<file path="src/sv/cdr_pkg.sv">
// Shared types, codes and widths for the constrained dof renumbering block.
package cdr_pkg;

    localparam int DOF_W            = 12;
    localparam int CNT_W            = 13;
    localparam int DOF_RANGE        = 1 << DOF_W;
    localparam int MAX_DOFS_DEFAULT = 4096;
    localparam int CFG_IDX_W        = 2;
    localparam int IN_TDATA_W       = 24;
    localparam int OUT_TDATA_W      = 16;
    localparam int OUT_TUSER_W      = 3;

    localparam logic [CFG_IDX_W-1:0] CFG_TOTAL_DOFS    = 2'd0;
    localparam logic [CFG_IDX_W-1:0] CFG_NUM_EQUATIONS = 2'd1;

    typedef enum logic [1:0] {
        CMD_MARK     = 2'd0,
        CMD_RENUMBER = 2'd1,
        CMD_CLEAR    = 2'd2,
        CMD_NONE     = 2'd3
    } cmd_t;

    typedef enum logic [1:0] {
        STATUS_OK        = 2'd0,
        STATUS_DOF_RANGE = 2'd1,
        STATUS_EQ_RANGE  = 2'd2,
        STATUS_COUNTS    = 2'd3
    } status_t;

    typedef enum logic [1:0] {
        ST_SWEEP,
        ST_IDLE,
        ST_LOOKUP
    } state_t;

    typedef struct packed {
        logic             dependent;
        logic [DOF_W-1:0] equation;
    } entry_t;

    typedef struct packed {
        logic [DOF_W-1:0] new_number;
        logic             is_dependent;
        status_t          status;
    } result_t;

    typedef struct packed {
        logic             wr_en;
        logic             rd_en;
        logic [DOF_W-1:0] addr;
        entry_t           wr_data;
    } tbl_req_t;

endpackage

</file>
<file path="src/sv/cdr_ctrl.sv">
// Sequencer: command decode, range checks, counter, table sweep and result build.
module cdr_ctrl #(
    parameter int MAX_DOFS = cdr_pkg::MAX_DOFS_DEFAULT
) (
    input  logic                          clk,
    input  logic                          rst_n,
    input  logic                          s_tvalid,
    output logic                          s_tready,
    input  cdr_pkg::cmd_t                 s_cmd,
    input  logic [cdr_pkg::DOF_W-1:0]     s_dof,
    input  logic [cdr_pkg::DOF_W-1:0]     s_eq,
    input  logic                          cfg_valid,
    output logic                          cfg_ready,
    input  logic [cdr_pkg::CFG_IDX_W-1:0] cfg_index,
    input  logic [cdr_pkg::CNT_W-1:0]     cfg_data,
    input  logic                          q_full,
    output logic                          push,
    output cdr_pkg::result_t              push_data,
    output cdr_pkg::tbl_req_t             tbl_req,
    input  cdr_pkg::entry_t               tbl_rd_data
);
    import cdr_pkg::*;

    localparam int TABLE_DEPTH = (MAX_DOFS < DOF_RANGE) ? MAX_DOFS : DOF_RANGE;
    localparam int ADDR_W      = $clog2(TABLE_DEPTH);
    localparam logic [ADDR_W-1:0] LAST_ADDR = ADDR_W'(TABLE_DEPTH - 1);

    state_t            state_reg;
    state_t            state_next;
    logic [ADDR_W-1:0] sweep_addr_reg;
    logic [ADDR_W-1:0] sweep_addr_next;
    logic              sweep_cmd_reg;
    logic              sweep_cmd_next;
    logic [CNT_W-1:0]  count_reg;
    logic [CNT_W-1:0]  count_next;
    logic [CNT_W-1:0]  total_reg;
    logic [CNT_W-1:0]  neq_reg;

    logic              accept;
    logic              bad_counts;
    logic              dof_bad;
    logic              eq_bad;
    logic              dep_eq_bad;
    logic              indep_full;
    logic              sweep_last;
    logic [CNT_W-1:0]  num_indep;
    logic [CNT_W-1:0]  dep_sum;

    assign cfg_ready  = 1'b1;
    assign s_tready   = (state_reg == ST_IDLE) && !q_full;
    assign accept     = s_tvalid && s_tready;
    assign sweep_last = (sweep_addr_reg == LAST_ADDR);

    assign bad_counts = (neq_reg > total_reg) || (32'(total_reg) > MAX_DOFS);
    assign dof_bad    = ({1'b0, s_dof} >= total_reg);
    assign eq_bad     = ({1'b0, s_eq} >= neq_reg);
    assign num_indep  = total_reg - neq_reg;
    assign dep_eq_bad = ({1'b0, tbl_rd_data.equation} >= neq_reg);
    assign dep_sum    = num_indep + {1'b0, tbl_rd_data.equation};
    assign indep_full = (count_reg >= num_indep);

    // Next state
    always_comb
    begin
        state_next = state_reg;
        unique case (state_reg)
            ST_SWEEP:
            begin
                if (sweep_last)
                begin
                    state_next = ST_IDLE;
                end
            end
            ST_IDLE:
            begin
                if (accept)
                begin
                    if (s_cmd == CMD_CLEAR)
                    begin
                        state_next = ST_SWEEP;
                    end
                    else if (s_cmd == CMD_RENUMBER && !bad_counts && !dof_bad)
                    begin
                        state_next = ST_LOOKUP;
                    end
                end
            end
            ST_LOOKUP:
            begin
                state_next = ST_IDLE;
            end
            default:
            begin
                state_next = ST_SWEEP;
            end
        endcase
    end

    // Outputs, table access and counter updates
    always_comb
    begin
        tbl_req                = '0;
        push                   = 1'b0;
        push_data.new_number   = '0;
        push_data.is_dependent = 1'b0;
        push_data.status       = STATUS_OK;
        count_next             = count_reg;
        sweep_addr_next        = sweep_addr_reg;
        sweep_cmd_next         = sweep_cmd_reg;
        unique case (state_reg)
            ST_SWEEP:
            begin
                tbl_req.wr_en   = 1'b1;
                tbl_req.addr    = DOF_W'(sweep_addr_reg);
                sweep_addr_next = sweep_addr_reg + ADDR_W'(1);
                if (sweep_last)
                begin
                    // report the clear only once the table is blank
                    push            = sweep_cmd_reg;
                    sweep_cmd_next  = 1'b0;
                    sweep_addr_next = '0;
                end
            end
            ST_IDLE:
            begin
                if (accept)
                begin
                    unique case (s_cmd) inside
                        CMD_CLEAR:
                        begin
                            count_next      = '0;
                            sweep_cmd_next  = 1'b1;
                            sweep_addr_next = '0;
                        end
                        CMD_NONE:
                        begin
                            push = 1'b1;
                        end
                        CMD_MARK, CMD_RENUMBER:
                        begin
                            if (bad_counts)
                            begin
                                push             = 1'b1;
                                push_data.status = STATUS_COUNTS;
                            end
                            else if (dof_bad)
                            begin
                                push             = 1'b1;
                                push_data.status = STATUS_DOF_RANGE;
                            end
                            else if (s_cmd == CMD_MARK)
                            begin
                                push = 1'b1;
                                if (eq_bad)
                                begin
                                    push_data.status = STATUS_EQ_RANGE;
                                end
                                else
                                begin
                                    tbl_req.wr_en             = 1'b1;
                                    tbl_req.addr              = s_dof;
                                    tbl_req.wr_data.dependent = 1'b1;
                                    tbl_req.wr_data.equation  = s_eq;
                                end
                            end
                            else
                            begin
                                tbl_req.rd_en = 1'b1;
                                tbl_req.addr  = s_dof;
                            end
                        end
                        default:
                        begin
                            push = 1'b0;
                        end
                    endcase
                end
            end
            ST_LOOKUP:
            begin
                push = 1'b1;
                if (tbl_rd_data.dependent)
                begin
                    if (dep_eq_bad)
                    begin
                        push_data.status = STATUS_EQ_RANGE;
                    end
                    else
                    begin
                        push_data.new_number   = dep_sum[DOF_W-1:0];
                        push_data.is_dependent = 1'b1;
                    end
                end
                else if (indep_full)
                begin
                    push_data.status = STATUS_COUNTS;
                end
                else
                begin
                    push_data.new_number = count_reg[DOF_W-1:0];
                    count_next           = count_reg + CNT_W'(1);
                end
            end
            default:
            begin
                push = 1'b0;
            end
        endcase
    end

    always_ff @(posedge clk or negedge rst_n)
    begin
        if (!rst_n)
        begin
            state_reg      <= ST_SWEEP;
            sweep_addr_reg <= '0;
            sweep_cmd_reg  <= 1'b0;
            count_reg      <= '0;
        end
        else
        begin
            state_reg      <= state_next;
            sweep_addr_reg <= sweep_addr_next;
            sweep_cmd_reg  <= sweep_cmd_next;
            count_reg      <= count_next;
        end
    end

    always_ff @(posedge clk or negedge rst_n)
    begin
        if (!rst_n)
        begin
            total_reg <= '0;
            neq_reg   <= '0;
        end
        else if (cfg_valid && cfg_ready)
        begin
            case (cfg_index)
                CFG_TOTAL_DOFS:    total_reg <= cfg_data;
                CFG_NUM_EQUATIONS: neq_reg   <= cfg_data;
                default:           total_reg <= total_reg;
            endcase
        end
    end

endmodule

</file>
<file path="config.mk">
export PLATFORM = sky130hd
export DESIGN_NAME = cdr_ctrl
export DESIGN_NICKNAME = d
export VERILOG_FILES = /design/src/sv/cdr_pkg.sv /design/src/sv/cdr_ctrl.sv
export SDC_FILE = /design/constraint.sdc
export NUM_CORES = 1
export LEC_CHECK = 0
export ABC_AREA = 1
export BUFFER_PORTS_ARGS = -buffer_cell sky130_fd_sc_hd__buf_2
export CORE_MARGIN = 1
export CORE_UTILIZATION = 40
export DETAILED_ROUTE_END_ITERATION = 6
export PLACE_DENSITY_LB_ADDON = 0.2
export SLEW_MARGIN = 10
export SYNTH_ARGS = -nofsm -noshare
export SYNTH_HDL_FRONTEND = slang
export SYNTH_SLANG_ARGS = --single-unit
</file>
<file path="constraint.sdc">
create_clock -name clk -period 4.2 [get_ports clk]
set_input_delay 0.84 -clock clk [delete_from_list [all_inputs] [get_ports clk]]
set_output_delay 0.84 -clock clk [all_outputs]
set_load 0.03 [all_outputs]
</file>
==> flow_summary.yaml <==
run_status:
  status: "completed"
sta:
  finalHoldViolCount: 0
  worstMarginPinSlew_ps: 876.0
  finalSetupTns_ps: 0
  rsz0062_at_grt: "true"
  maxSlewHeadroom: 0.4143
  skew_ps: 10.11
  setup_viol_count_final: 0
  fmax_mhz: 239.7
  slew_viol_final: 0
  hold_slack_ps: 489.8
  fin_crit_sh: 0.9932
  period_needed_ps: 4172
power_and_ir_drop:
  internal_power_w: 0.001819
  p_seq_frac: 0.187
  fin_total_pwr_w: 0.003627
  peakVddDrop_v: 0.0002311
  p_leak_nw: 3.965
  power_density_mw_per_mm2: 489.1
  p_sw_frac: 0.4984
  p_clk_frac: 0.126
  switchingPower_w: 0.001808
  combPwrFrac: 0.686
clock_tree:
  cts_buffer_depth: 2
  numCtsBuffers: 5
  clk_pin_slew_ps: 70
  cts_root_buf: "clkbuf_16"
  clk-insertion-delay-late_ps: 320
  htree_levels: 2
  cts_tree: "built"
  cts_sinks: 54
  hold_buffers: 0
floorplan:
  rows: 43
  dieWidth_um: 123.0
  start_util: 0.4152
  die_height_um: 123.0
  fp.dieArea_mm2: 0.01512
  core_mm2: 0.01410
  ioPinCount: 104
place:
  placed_area_mm2: 0.006721
  dp_cells: 1182
  hpwlAfterDp_um: 13830
  portBuffers: 102
  place.gp.congestion: 0.9307
synth:
  syn-cell-area_mm2: 0.005853
  yosysMostFrequentCell: "nand2_1"
  async_reset_ff_frac: 1.000
  ys_top_cells_by_count: "213 x nand2_1, 167 x inv_1, 80 x ha_1, 78 x nor2_1, 57 x o21ai_0"
  synth_edf_count: 0
  synthFlopType: "dfrtp_1"
  synth_seq_area_share: 0.2309
  yosysUniqueCellTypes: 38
  ys_warn_count: 0
  synthCells: 884
  postSynthAreaPerCell_um2: 6.621
  synthTopCellsByArea: "dfrtp_1 23%, ha_1 17%, nand2_1 14%"
  yosysTopAreaCellShare: 0.2309
  yosysTopAreaCell: "dfrtp_1"
  synth.net_count: 1025
  synth-seq-cells: 54
setup_path:
  crit_type: "reg2out"
  cp.required_ps: 3360
  worstPathArrival_ps: 3330
  ff2ff_path_depth: 21
  end_kind: "primary output"
  startpoint_type: "flop"
  path_max_fanout: 5
  r2r_slack_ps: 960
global_route:
  grt_max_degree: 31
  grt_pass1_wl_um: 27190
  antenna_found_initial: 0
  grt.total_usage: 0.2382
  grt.overflow.total: 0
  grt_pass1_vias: 5490
route:
  viasPerCell: 4.954
  drt_pass1_iterations: 4
  routedWlPerCell_um: 14.21
  ant_nets: 0
  drt_iter0_drc: 371
  drt-total-wl_um: 17090
  drc: 0
  vias: 5955
min_path:
  min_path_cells: 2
  hold_path_class: "reg2reg"
finish:
  fin_cells: 1202
  layout.nets: 1162
  antennaDiodeCount: 0
  drive_above_1_share: 0.2339
  synthToLayoutAreaGrowth_pct: 26.68
  design_area_mm2: 0.007415
run:
  cap_viol_max_count: 0
## power groups by stage
stage	registers [W]	logic, W	clock network (W)
finish	0.000680	0.00249	0.000459
global route	0.000692	0.00278	0.000486
CTS	0.000677	0.00231	0.000465
detailed placement	0.000684	0.00213	0
global placement	0.000684	0.00212	0
floorplan	0.000666	0.00153	0
## critical path: stages (launching register included)
cell and delay (ps):
dfrtp_1 350, inv_1 50, ha_2 190, fa_2 370
nor3_2 130, nor2_2 60, o21ai_2 140, buf_6 140
xor2_4 160, inv_2 60, ha_4 220, nand2_1 60
o21bai_1 100, nand2_1 90, a21oi_2 160, nand3_2 110
nor3_4 170, buf_6 150, nand2_1 50, o21ai_0 80
buf_4 180
## logic make-up (layout without fill, tap and decap cells)
group,count (synthesis),count (layout),synth area share
AO/OA/AOI/OAI,134,134,0.1278
XOR/XNOR,29,29,0.04339
buffers and inverters,184,322,0.1240
flip-flops,54,54,0.2309
other,1,1,0.0006407
adder cells (fa/ha/maj),82,82,0.1779
AND/OR/NAND/NOR,400,400,0.2954
## final timing paths
path / startpoint / to
max in group asynchronous: rst_n / total_reg[2]
max reg2reg: total_reg[0] / count_reg[10]
min in group asynchronous: rst_n / sweep_addr_reg[1]
min: neq_reg[10] / neq_reg[10]
min reg2reg: neq_reg[10] / neq_reg[10]
max: total_reg[0] / push_data[9]
## layout by cell type, fill, tap and decap left out, types with 8 or more instances in the layout
cell     synthesis  final
a21oi_1         43     35
a21oi_2          0      8
buf_2            2     88
buf_4            1     45
buf_6            2      9
dfrtp_1         54     53
ha_1            80     64
ha_4             0     12
inv_1          167    161
inv_2            4     10
nand2_1        213    206
nand2_2          4     11
nand3_1         47     42
nand3_2          3      8
nand4_1         24     24
nor2_1          78     74
nor3_1          22     18
o21ai_0         57     49
o21ai_2          7      9
o22ai_1         13     13
xor2_1          22     18
## metrics by stage
stage	utilization	setup slack, ps
floorplan	-	34.49
global placement	0.4768	39.19
detailed placement	0.4768	-40.23
CTS	0.5108	-28.67
global route	0.5260	-184.4
finish	0.5260	28.38
## final cells by class
cell class	count	area (um^2)
well taps	180	225.2
flip-flops and latches	54	1353
clock inverters	2	16.27
clock buffers	6	138.9
fillers	1449	6681
multi-input cells	646	4154
repair buffers	142	879.6
inverters	172	648.1
## what timing repair did
| action | 4_1_cts | 5_1_grt |
|---|---|---|
| resized for setup | 55 | 46 |
| setup endpoints to repair | 14 | 14 |
| buffers inserted | 8 | 4 |
| pin swaps | 18 | 13 |
## per-layer routing
metal / global-route usage / vias up / wire [um]
li1: - / 3125 / -
met1: 0.3159 / 2683 / 8033
met2: 0.3961 / 126 / 7965
met3: 0.03598 / 21 / 722
met4: 0.07698 / 0 / 364
met5: 0 / - / 0
Power figures use the tool's default switching activity.
