==> src/sv/cdr_pkg.sv <==
// Shared types, codes and widths for the constrained dof renumbering block.
package cdr_pkg;

    localparam int DOF_W            = 12;
    localparam int CNT_W            = 13;
    localparam int DOF_RANGE        = 1 << DOF_W;
    localparam int MAX_DOFS_DEFAULT = 4096;
    localparam int CFG_IDX_W        = 2;
    localparam int IN_TDATA_W       = 24;
    localparam int OUT_TDATA_W      = 16;
    localparam int OUT_TUSER_W      = 3;

    localparam logic [CFG_IDX_W-1:0] CFG_TOTAL_DOFS    = 2'd0;
    localparam logic [CFG_IDX_W-1:0] CFG_NUM_EQUATIONS = 2'd1;

    typedef enum logic [1:0] {
        CMD_MARK     = 2'd0,
        CMD_RENUMBER = 2'd1,
        CMD_CLEAR    = 2'd2,
        CMD_NONE     = 2'd3
    } cmd_t;

    typedef enum logic [1:0] {
        STATUS_OK        = 2'd0,
        STATUS_DOF_RANGE = 2'd1,
        STATUS_EQ_RANGE  = 2'd2,
        STATUS_COUNTS    = 2'd3
    } status_t;

    typedef enum logic [1:0] {
        ST_SWEEP,
        ST_IDLE,
        ST_LOOKUP
    } state_t;

    typedef struct packed {
        logic             dependent;
        logic [DOF_W-1:0] equation;
    } entry_t;

    typedef struct packed {
        logic [DOF_W-1:0] new_number;
        logic             is_dependent;
        status_t          status;
    } result_t;

    typedef struct packed {
        logic             wr_en;
        logic             rd_en;
        logic [DOF_W-1:0] addr;
        entry_t           wr_data;
    } tbl_req_t;

endpackage

==> src/sv/cdr_outq.sv <==
// Two-entry result queue that drives the master-side stream.
module cdr_outq (
    input  logic                            clk,
    input  logic                            rst_n,
    input  logic                            push,
    input  cdr_pkg::result_t                push_data,
    output logic                            full,
    output logic                            m_axis_tvalid,
    input  logic                            m_axis_tready,
    output logic [cdr_pkg::OUT_TDATA_W-1:0] m_axis_tdata,
    output logic [cdr_pkg::OUT_TUSER_W-1:0] m_axis_tuser
);
    import cdr_pkg::*;

    result_t    slot_reg [2];
    logic       wr_ptr_reg;
    logic       wr_ptr_next;
    logic       rd_ptr_reg;
    logic       rd_ptr_next;
    logic [1:0] count_reg;
    logic [1:0] count_next;
    logic       pop;
    result_t    head;

    assign pop  = m_axis_tvalid && m_axis_tready;
    assign full = (count_reg == 2'd2);
    assign head = slot_reg[rd_ptr_reg];

    assign m_axis_tvalid = (count_reg != 2'd0);
    assign m_axis_tdata  = {(OUT_TDATA_W - DOF_W)'(0), head.new_number};
    assign m_axis_tuser  = {head.status, head.is_dependent};

    always_comb
    begin
        wr_ptr_next = push ? ~wr_ptr_reg : wr_ptr_reg;
        rd_ptr_next = pop ? ~rd_ptr_reg : rd_ptr_reg;
        count_next  = count_reg + {1'b0, push} - {1'b0, pop};
    end

    always_ff @(posedge clk or negedge rst_n)
    begin
        if (!rst_n)
        begin
            wr_ptr_reg <= 1'b0;
            rd_ptr_reg <= 1'b0;
            count_reg  <= 2'd0;
        end
        else
        begin
            wr_ptr_reg <= wr_ptr_next;
            rd_ptr_reg <= rd_ptr_next;
            count_reg  <= count_next;
        end
    end

    always_ff @(posedge clk)
    begin
        if (push)
        begin
            slot_reg[wr_ptr_reg] <= push_data;
        end
    end

endmodule

==> config.mk <==
export PLATFORM = sky130hd
export DESIGN_NAME = cdr_outq
export DESIGN_NICKNAME = d
export VERILOG_FILES = /design/src/sv/cdr_pkg.sv /design/src/sv/cdr_outq.sv
export SDC_FILE = /design/constraint.sdc
export NUM_CORES = 1
export LEC_CHECK = 0
export ABC_AREA = 1
export BUFFER_PORTS_ARGS = -buffer_cell sky130_fd_sc_hd__buf_2
export CAP_MARGIN = 20
export CELL_PAD_IN_SITES_DETAIL_PLACEMENT = 0
export CELL_PAD_IN_SITES_GLOBAL_PLACEMENT = 1
export CORE_MARGIN = 2
export CORE_UTILIZATION = 41
export CTS_BUF_LIST = sky130_fd_sc_hd__clkbuf_4
export CTS_CLUSTER_DIAMETER = 120
export DETAILED_ROUTE_END_ITERATION = 10
export GPL_ROUTABILITY_DRIVEN = 0
export GPL_TIMING_DRIVEN = 0
export PLACE_DENSITY = 0.88
export REMOVE_ABC_BUFFERS = 1
export SLEW_MARGIN = 25
export SYNTH_ARGS = -nofsm -noshare
export SYNTH_HDL_FRONTEND = slang
export SYNTH_SLANG_ARGS = --single-unit
==> constraint.sdc <==
create_clock -name clk -period 2 [get_ports clk]
set_clock_uncertainty 0.05 [all_clocks]
set_input_delay 0.4 -clock clk [delete_from_list [all_inputs] [get_ports clk]]
set_output_delay 0.4 -clock clk [all_outputs]
set_load 0.01 [all_outputs]
==> impl_metrics.ini, run 1 <==
[cells_and_area]
diodes = 0
drive_gt1_share_pct = 32.68
area_growth_pct = 17.24
largest_reg_flops = 30
final_nets = 173
final_common_cell = nand2_1
most-common-layout-cells = 50 x nand2_1, 35 x buf_2, 30 x edfxtp_1

[power]
power.total_mw = 2.131
clkPwrFrac_pct = 16.6
p_comb_share_pct = 33.4
power.switching_uw = 769.3
seq_power_share_pct = 49.9
netSwitchingFraction_pct = 36.10
p_per_area_nw_per_um2 = 1311
power_leakage_nw = 0.7541
intPower_mw = 1.362
vdd_drop_max_mv = 0.6792

[clock_tree]
cts_tree = done
clock_latency_ps = 320
post-cts-setup-buffers = 0
cts.sinks = 34
htree_num_levels = 2
root_buffer = clkbuf_4
cts_max_path_buffers = 2
cts_made_buffers = 5
clk_pin_slew_ps = 100

[global_route]
grt_overflow = 0
grt_pass1_wl_mm = 3.781
grt_max_degree = 18
first_global_vias = 852
track_usage_pct = 12.93
antenna_found_initial = 0

[worst_setup_path]
critPathCaptureType = primary output
worst-path-buf-inv = 2
max_stage_delay_ps = 560
cp_top_family = flip-flops
slowest_stage = dfrtp_2
worst_path_most_repeated_cell = nand2_1
arrival_ps = 1340
timing.rr.end = count_reg[1]$_DFF_PN0_
r2r_cells = 9
path_class = flip-flop to primary output
required_ps = 1550
crit_path_start_kind = flip-flop
critPathMaxFanout = 17
crit_chain = inv_6, nand2_1, nand2_1, buf_2
r2r-start = count_reg[1]$_DFF_PN0_
reg2reg_slack_ps = 470

[drt]
routedWlPerCell_microns = 11.44
drtAntennaViolNets = 0
wirelength_mm = 2.277
drt_iter0_drc = 31
via_per_inst = 4.367
dr.pass1.iters = 4
vias = 869
drc = 0

[yosys]
synth_top_area_share_pct = 64.98
synth_warnings = 0
yosys_register_bits = 34
yosysTopAreaCell = edfxtp_1
synthCells = 113
synth_area_leaders = edfxtp_1 65%, nand2_1 14%, dfrtp_1 7.2%, nand2_2 2.3%, buf_4 2.2%
syn_area_sq_um = 1386
synthDistinctLibCells = 14
yosysSeqAreaShare_pct = 72.20
syn_area_per_cell_sq_um = 12.27

[timing]
drv_slew = 0
rsz0062_at_grt = false
max_freq_ghz = 0.5590
setup_viol = 0
worst_slew_pin_slew_ps = 787.4
fin_crit_ps = 1789
fin_ws_ps = 211.2
hold_viol = 0
post-route-period-util_pct = 89.44
max_slew_margin_pct = 47.45

[placement]
hpwlAfterDp_mm = 1.535
io_buffer_count = 35
pre_cts_slack_ps = 315.0

[floorplan]
core_sq_um = 3284
dieArea_sq_um = 3863
die_w_microns = 62.15
die_h_microns = 62.15
ios = 40
initial_core_util_pct = 42.21
rows = 21

[outcome]
status = finished, final reports clean

[min_path]
hp-class = primary input to flip-flop
hold_path_end = slot_reg[1][9]$_DFFE_PP_
holdPathStages = 1
min-delay-start = push_data[9]

[job]
cap_violations = 0
stage by stage:
stage                     instances  TNS [ps]  instance area, sq um  hold slack (ps)  utilization (%)
final                           199         0                  1625            210.0            49.49
after global routing            199         0                  1625            181.0            49.49
after CTS                       199         0                  1625            185.6            49.49
after detailed placement        190         0                  1560            162.5            47.50
after global placement          190    -209.4                  1558            158.6            47.43
after floorplan                 109         0                  1325            54.41                -
timing repair:
action / 4_1_cts / 5_1_grt
hold buffers: 1 / 0
endpoints found under the hold margin: 4 / 0
setup endpoints to repair: 15 / 0
resized for setup: 1 / 0
layout make-up:
class,count,area [sq um]
sequential,34,1002
fill,300,1659
timing repair buffer,36,185.2
tap,46,57.56
clock inverter,2,8.758
clock buffer,6,45.04
multi-input combinational,66,287.8
inverter,9,38.79
worst max-delay path by stage:
stage / depth (start not counted) / startpoint / slack (ps) / end
after detailed placement: 4 / rd_ptr_reg$_DFFE_PN0P_ / 320 / m_axis_tuser[1]
after global placement: 3 / push / -10 / slot_reg[0][8]$_DFFE_PP_
after floorplan: 2 / push / 480 / slot_reg[0][0]$_DFFE_PP_
after CTS: 4 / rd_ptr_reg$_DFFE_PN0P_ / 160 / m_axis_tuser[1]
after global routing: 4 / rd_ptr_reg$_DFFE_PN0P_ / 60 / m_axis_tuser[0]
final: 4 / rd_ptr_reg$_DFFE_PN0P_ / 210 / m_axis_tdata[4]
synthesized netlist by cell type, drive strengths merged:
library cell  number
nand2             55
edfxtp            30
inv                9
buf                7
dfrtp              4
ha                 2
nand3              2
nor2               2
conb               1
xor2               1
metal layers:
layer / vias up / track usage, % / share of wire (%) / wire, microns
met3: 5 / 5.797 / 7.3 / 167
met2: 31 / 21.20 / 50 / 1135
li1: 434 / - / - / -
met1: 399 / 14.93 / 41 / 941
met4: 0 / 5.000 / 1.4 / 32
met5: - / 0 / 0 / 0
logic make-up (layout without fill, tap and decap cells):
kind of cell	count (synthesis)	count (layout)	share of synthesized area (%)
adder cells (fa/ha/maj)	2	2	1.805
XOR/XNOR	1	1	0.6319
AND/OR/NAND/NOR	59	59	17.06
flip-flops	34	34	72.20
other	1	4	0.2705
buffers and inverters	16	53	8.033
power by group through the flow:
stage	combinational [mW]	clock, mW	sequential [mW]
floorplan	0.449	0	1.05
global route	0.812	0.399	1.09
detailed placement	0.725	0	1.08
finish	0.712	0.354	1.06
CTS	0.728	0.376	1.07
global placement	0.695	0	1.07
Power figures use the tool's default switching activity.
==> run 2: changes to the inputs <==
--- a/config.mk
+++ b/config.mk
@@ -20,4 +20,5 @@
 export PLACE_DENSITY = 0.88
 export REMOVE_ABC_BUFFERS = 1
+export SETUP_SLACK_MARGIN = 0.4
 export SLEW_MARGIN = 25
 export SYNTH_ARGS = -nofsm -noshare
==> constraint.sdc (replaced) <==
create_clock -name clk -period 2 [get_ports clk]
set_clock_uncertainty 0.05 [all_clocks]
set_input_delay 0.3 -clock clk [delete_from_list [all_inputs] [get_ports clk]]
set_output_delay 0.3 -clock clk [all_outputs]
set_load 0.01 [all_outputs]
==> run 2 against run 1 <==
- utilization up 1.1 points
- worst hold slack worse by 99 ps
- global-route usage about the same
- first-iteration DRC count down 9.7%
- non-clock buffer count up 2
- sequential share of layout area down 1.2 points
- critical path type unchanged
- via count up 0.12%
- sequential power about the same
- clock power about the same
==> impl_metrics.ini, run 2 (synthesized netlist as in run 1, its figures left out) <==
[worst_setup_path]
slowest_stage = dfrtp_4
cp_top_family = flip-flops
required_ps = 1650
critPathCaptureType = primary output
worst-path-buf-inv = 2
worst_path_most_repeated_cell = nand2_1
arrival_ps = 1260
max_stage_delay_ps = 530
crit_chain = buf_12, nand2_1, nand2_1, buf_2
crit_path_start_kind = flip-flop
path_class = flip-flop to primary output
critPathMaxFanout = 13

[drt]
drt_iter0_drc = 28
via_per_inst = 4.328
routedWlPerCell_microns = 11.43
wirelength_mm = 2.298
drtAntennaViolNets = 0
dr.pass1.iters = 4
drc = 0
vias = 870

[power]
netSwitchingFraction_pct = 35.62
vdd_drop_max_mv = 0.8207
intPower_mw = 1.426
p_per_area_nw_per_um2 = 1332
seq_power_share_pct = 46.8
power.switching_uw = 789.0
clkPwrFrac_pct = 15.9
p_comb_share_pct = 37.3
power_leakage_nw = 0.7693

[floorplan]
dieArea_sq_um = 3863
core_sq_um = 3284
initial_core_util_pct = 42.21
die_w_microns = 62.15
rows = 21
die_h_microns = 62.15
ios = 40

[timing]
worst_slew_pin_slew_ps = 802.4
setup_viol = 0
fin_crit_ps = 1605
max_slew_margin_pct = 46.45
whs_ps = 111.0
max_freq_ghz = 0.6229
tns_ps = 0
post-route-period-util_pct = 80.27
rsz0062_at_grt = true
hold_viol = 0
drv_slew = 0

[clock_tree]
cts_made_buffers = 5
cts_max_path_buffers = 2
cts_tree = done
htree_num_levels = 2
root_buffer = clkbuf_4
clk_pin_slew_ps = 90
cts.sinks = 34
clock_latency_ps = 320

[job]
cap_violations = 0

[global_route]
grt_pass1_wl_mm = 3.795
grt_overflow = 0
first_global_vias = 872
grt_max_degree = 17
antenna_found_initial = 0
track_usage_pct = 12.97

[cells_and_area]
most-common-layout-cells = 48 x nand2_1, 35 x buf_2, 30 x edfxtp_1
diodes = 0
area_growth_pct = 19.95
final_common_cell = nand2_1
final_nets = 175
largest_reg_flops = 30
drive_gt1_share_pct = 35.48

[placement]
io_buffer_count = 35
hpwlAfterDp_mm = 1.535

[min_path]
hp-class = primary input to flip-flop

[outcome]
status = finished, final reports clean
-- run 2: cell types whose count changed in the layout (fill, tap and decap cells not counted) --
cell,change
nand2_1,-2
dfrtp_2,-1
inv_1,-1
inv_6,-1
buf_12,+1
dfrtp_4,+1
buf_4,+1
nand2_2,+2
inv_8,+1
inv_2,+1
-- run 2: stage by stage --
stage,area (sq um),utilization (%),instances,total power [mW],worst slack (ps)
after global placement,1558,47.43,190,1.769,85.65
final,1663,50.63,201,2.215,394.5
after CTS,1658,50.48,201,2.247,361.6
after floorplan,1325,-,109,1.497,500.9
after global routing,1663,50.63,201,2.389,308.5
after detailed placement,1560,47.50,190,1.807,415.0
-- run 2: layer usage --
| layer | part of all wire, % | routed length, microns | GRT usage [%] | vias up |
|---|---|---|---|---|
| met4 | 1.4 | 32 | 5.000 | 0 |
| met5 | 0 | 0 | 0 | - |
| met3 | 7.2 | 166 | 5.797 | 5 |
| li1 | - | - | - | 440 |
| met1 | 39 | 906 | 14.55 | 396 |
| met2 | 52 | 1191 | 21.74 | 29 |
-- run 2: worst paths after layout --
path | depth (start not counted) | slack (ps) | start | endpoint
max | 4 | 390 | rd_ptr_reg$_DFFE_PN0P_ | m_axis_tuser[1]
min | 1 | 110 | push_data[3] | slot_reg[1][3]$_DFFE_PP_
max reg2reg | 1 | 520 | wr_ptr_reg$_DFFE_PN0P_ | slot_reg[0][6]$_DFFE_PP_
min reg2reg | 1 | 460 | wr_ptr_reg$_DFFE_PN0P_ | wr_ptr_reg$_DFFE_PN0P_
max in group asynchronous | 2 | 1510 | rst_n | rd_ptr_reg$_DFFE_PN0P_
min in group asynchronous | 2 | 250 | rst_n | count_reg[0]$_DFF_PN0_
-- run 2: power by group through the flow --
stage          sequential, mW  combinational [mW]  clock, mW
2_1_floorplan            1.05               0.449          0
3_3_place_gp             1.07               0.695          0
3_5_place_dp             1.08               0.725          0
4_1_cts                  1.04               0.834      0.376
5_1_grt                  1.05               0.937      0.398
6_report                 1.04               0.825      0.352
-- run 2: what timing repair did --
action	4_1_cts	5_1_grt
endpoints found under the setup margin	15	16
resized for setup	3	3
hold buffers	1	0
hold endpoints to repair	4	0
setup buffers	2	0
-- run 2: layout make-up --
cell class | count | area (sq um)
Clock buffer | 6 | 45.04
Clock inverter | 2 | 8.758
Fill cell | 301 | 1622
Inverter | 9 | 41.29
Multi-Input combinational cell | 66 | 292.8
Sequential cell | 34 | 1005
Tap cell | 46 | 57.56
Timing Repair Buffer | 38 | 212.7
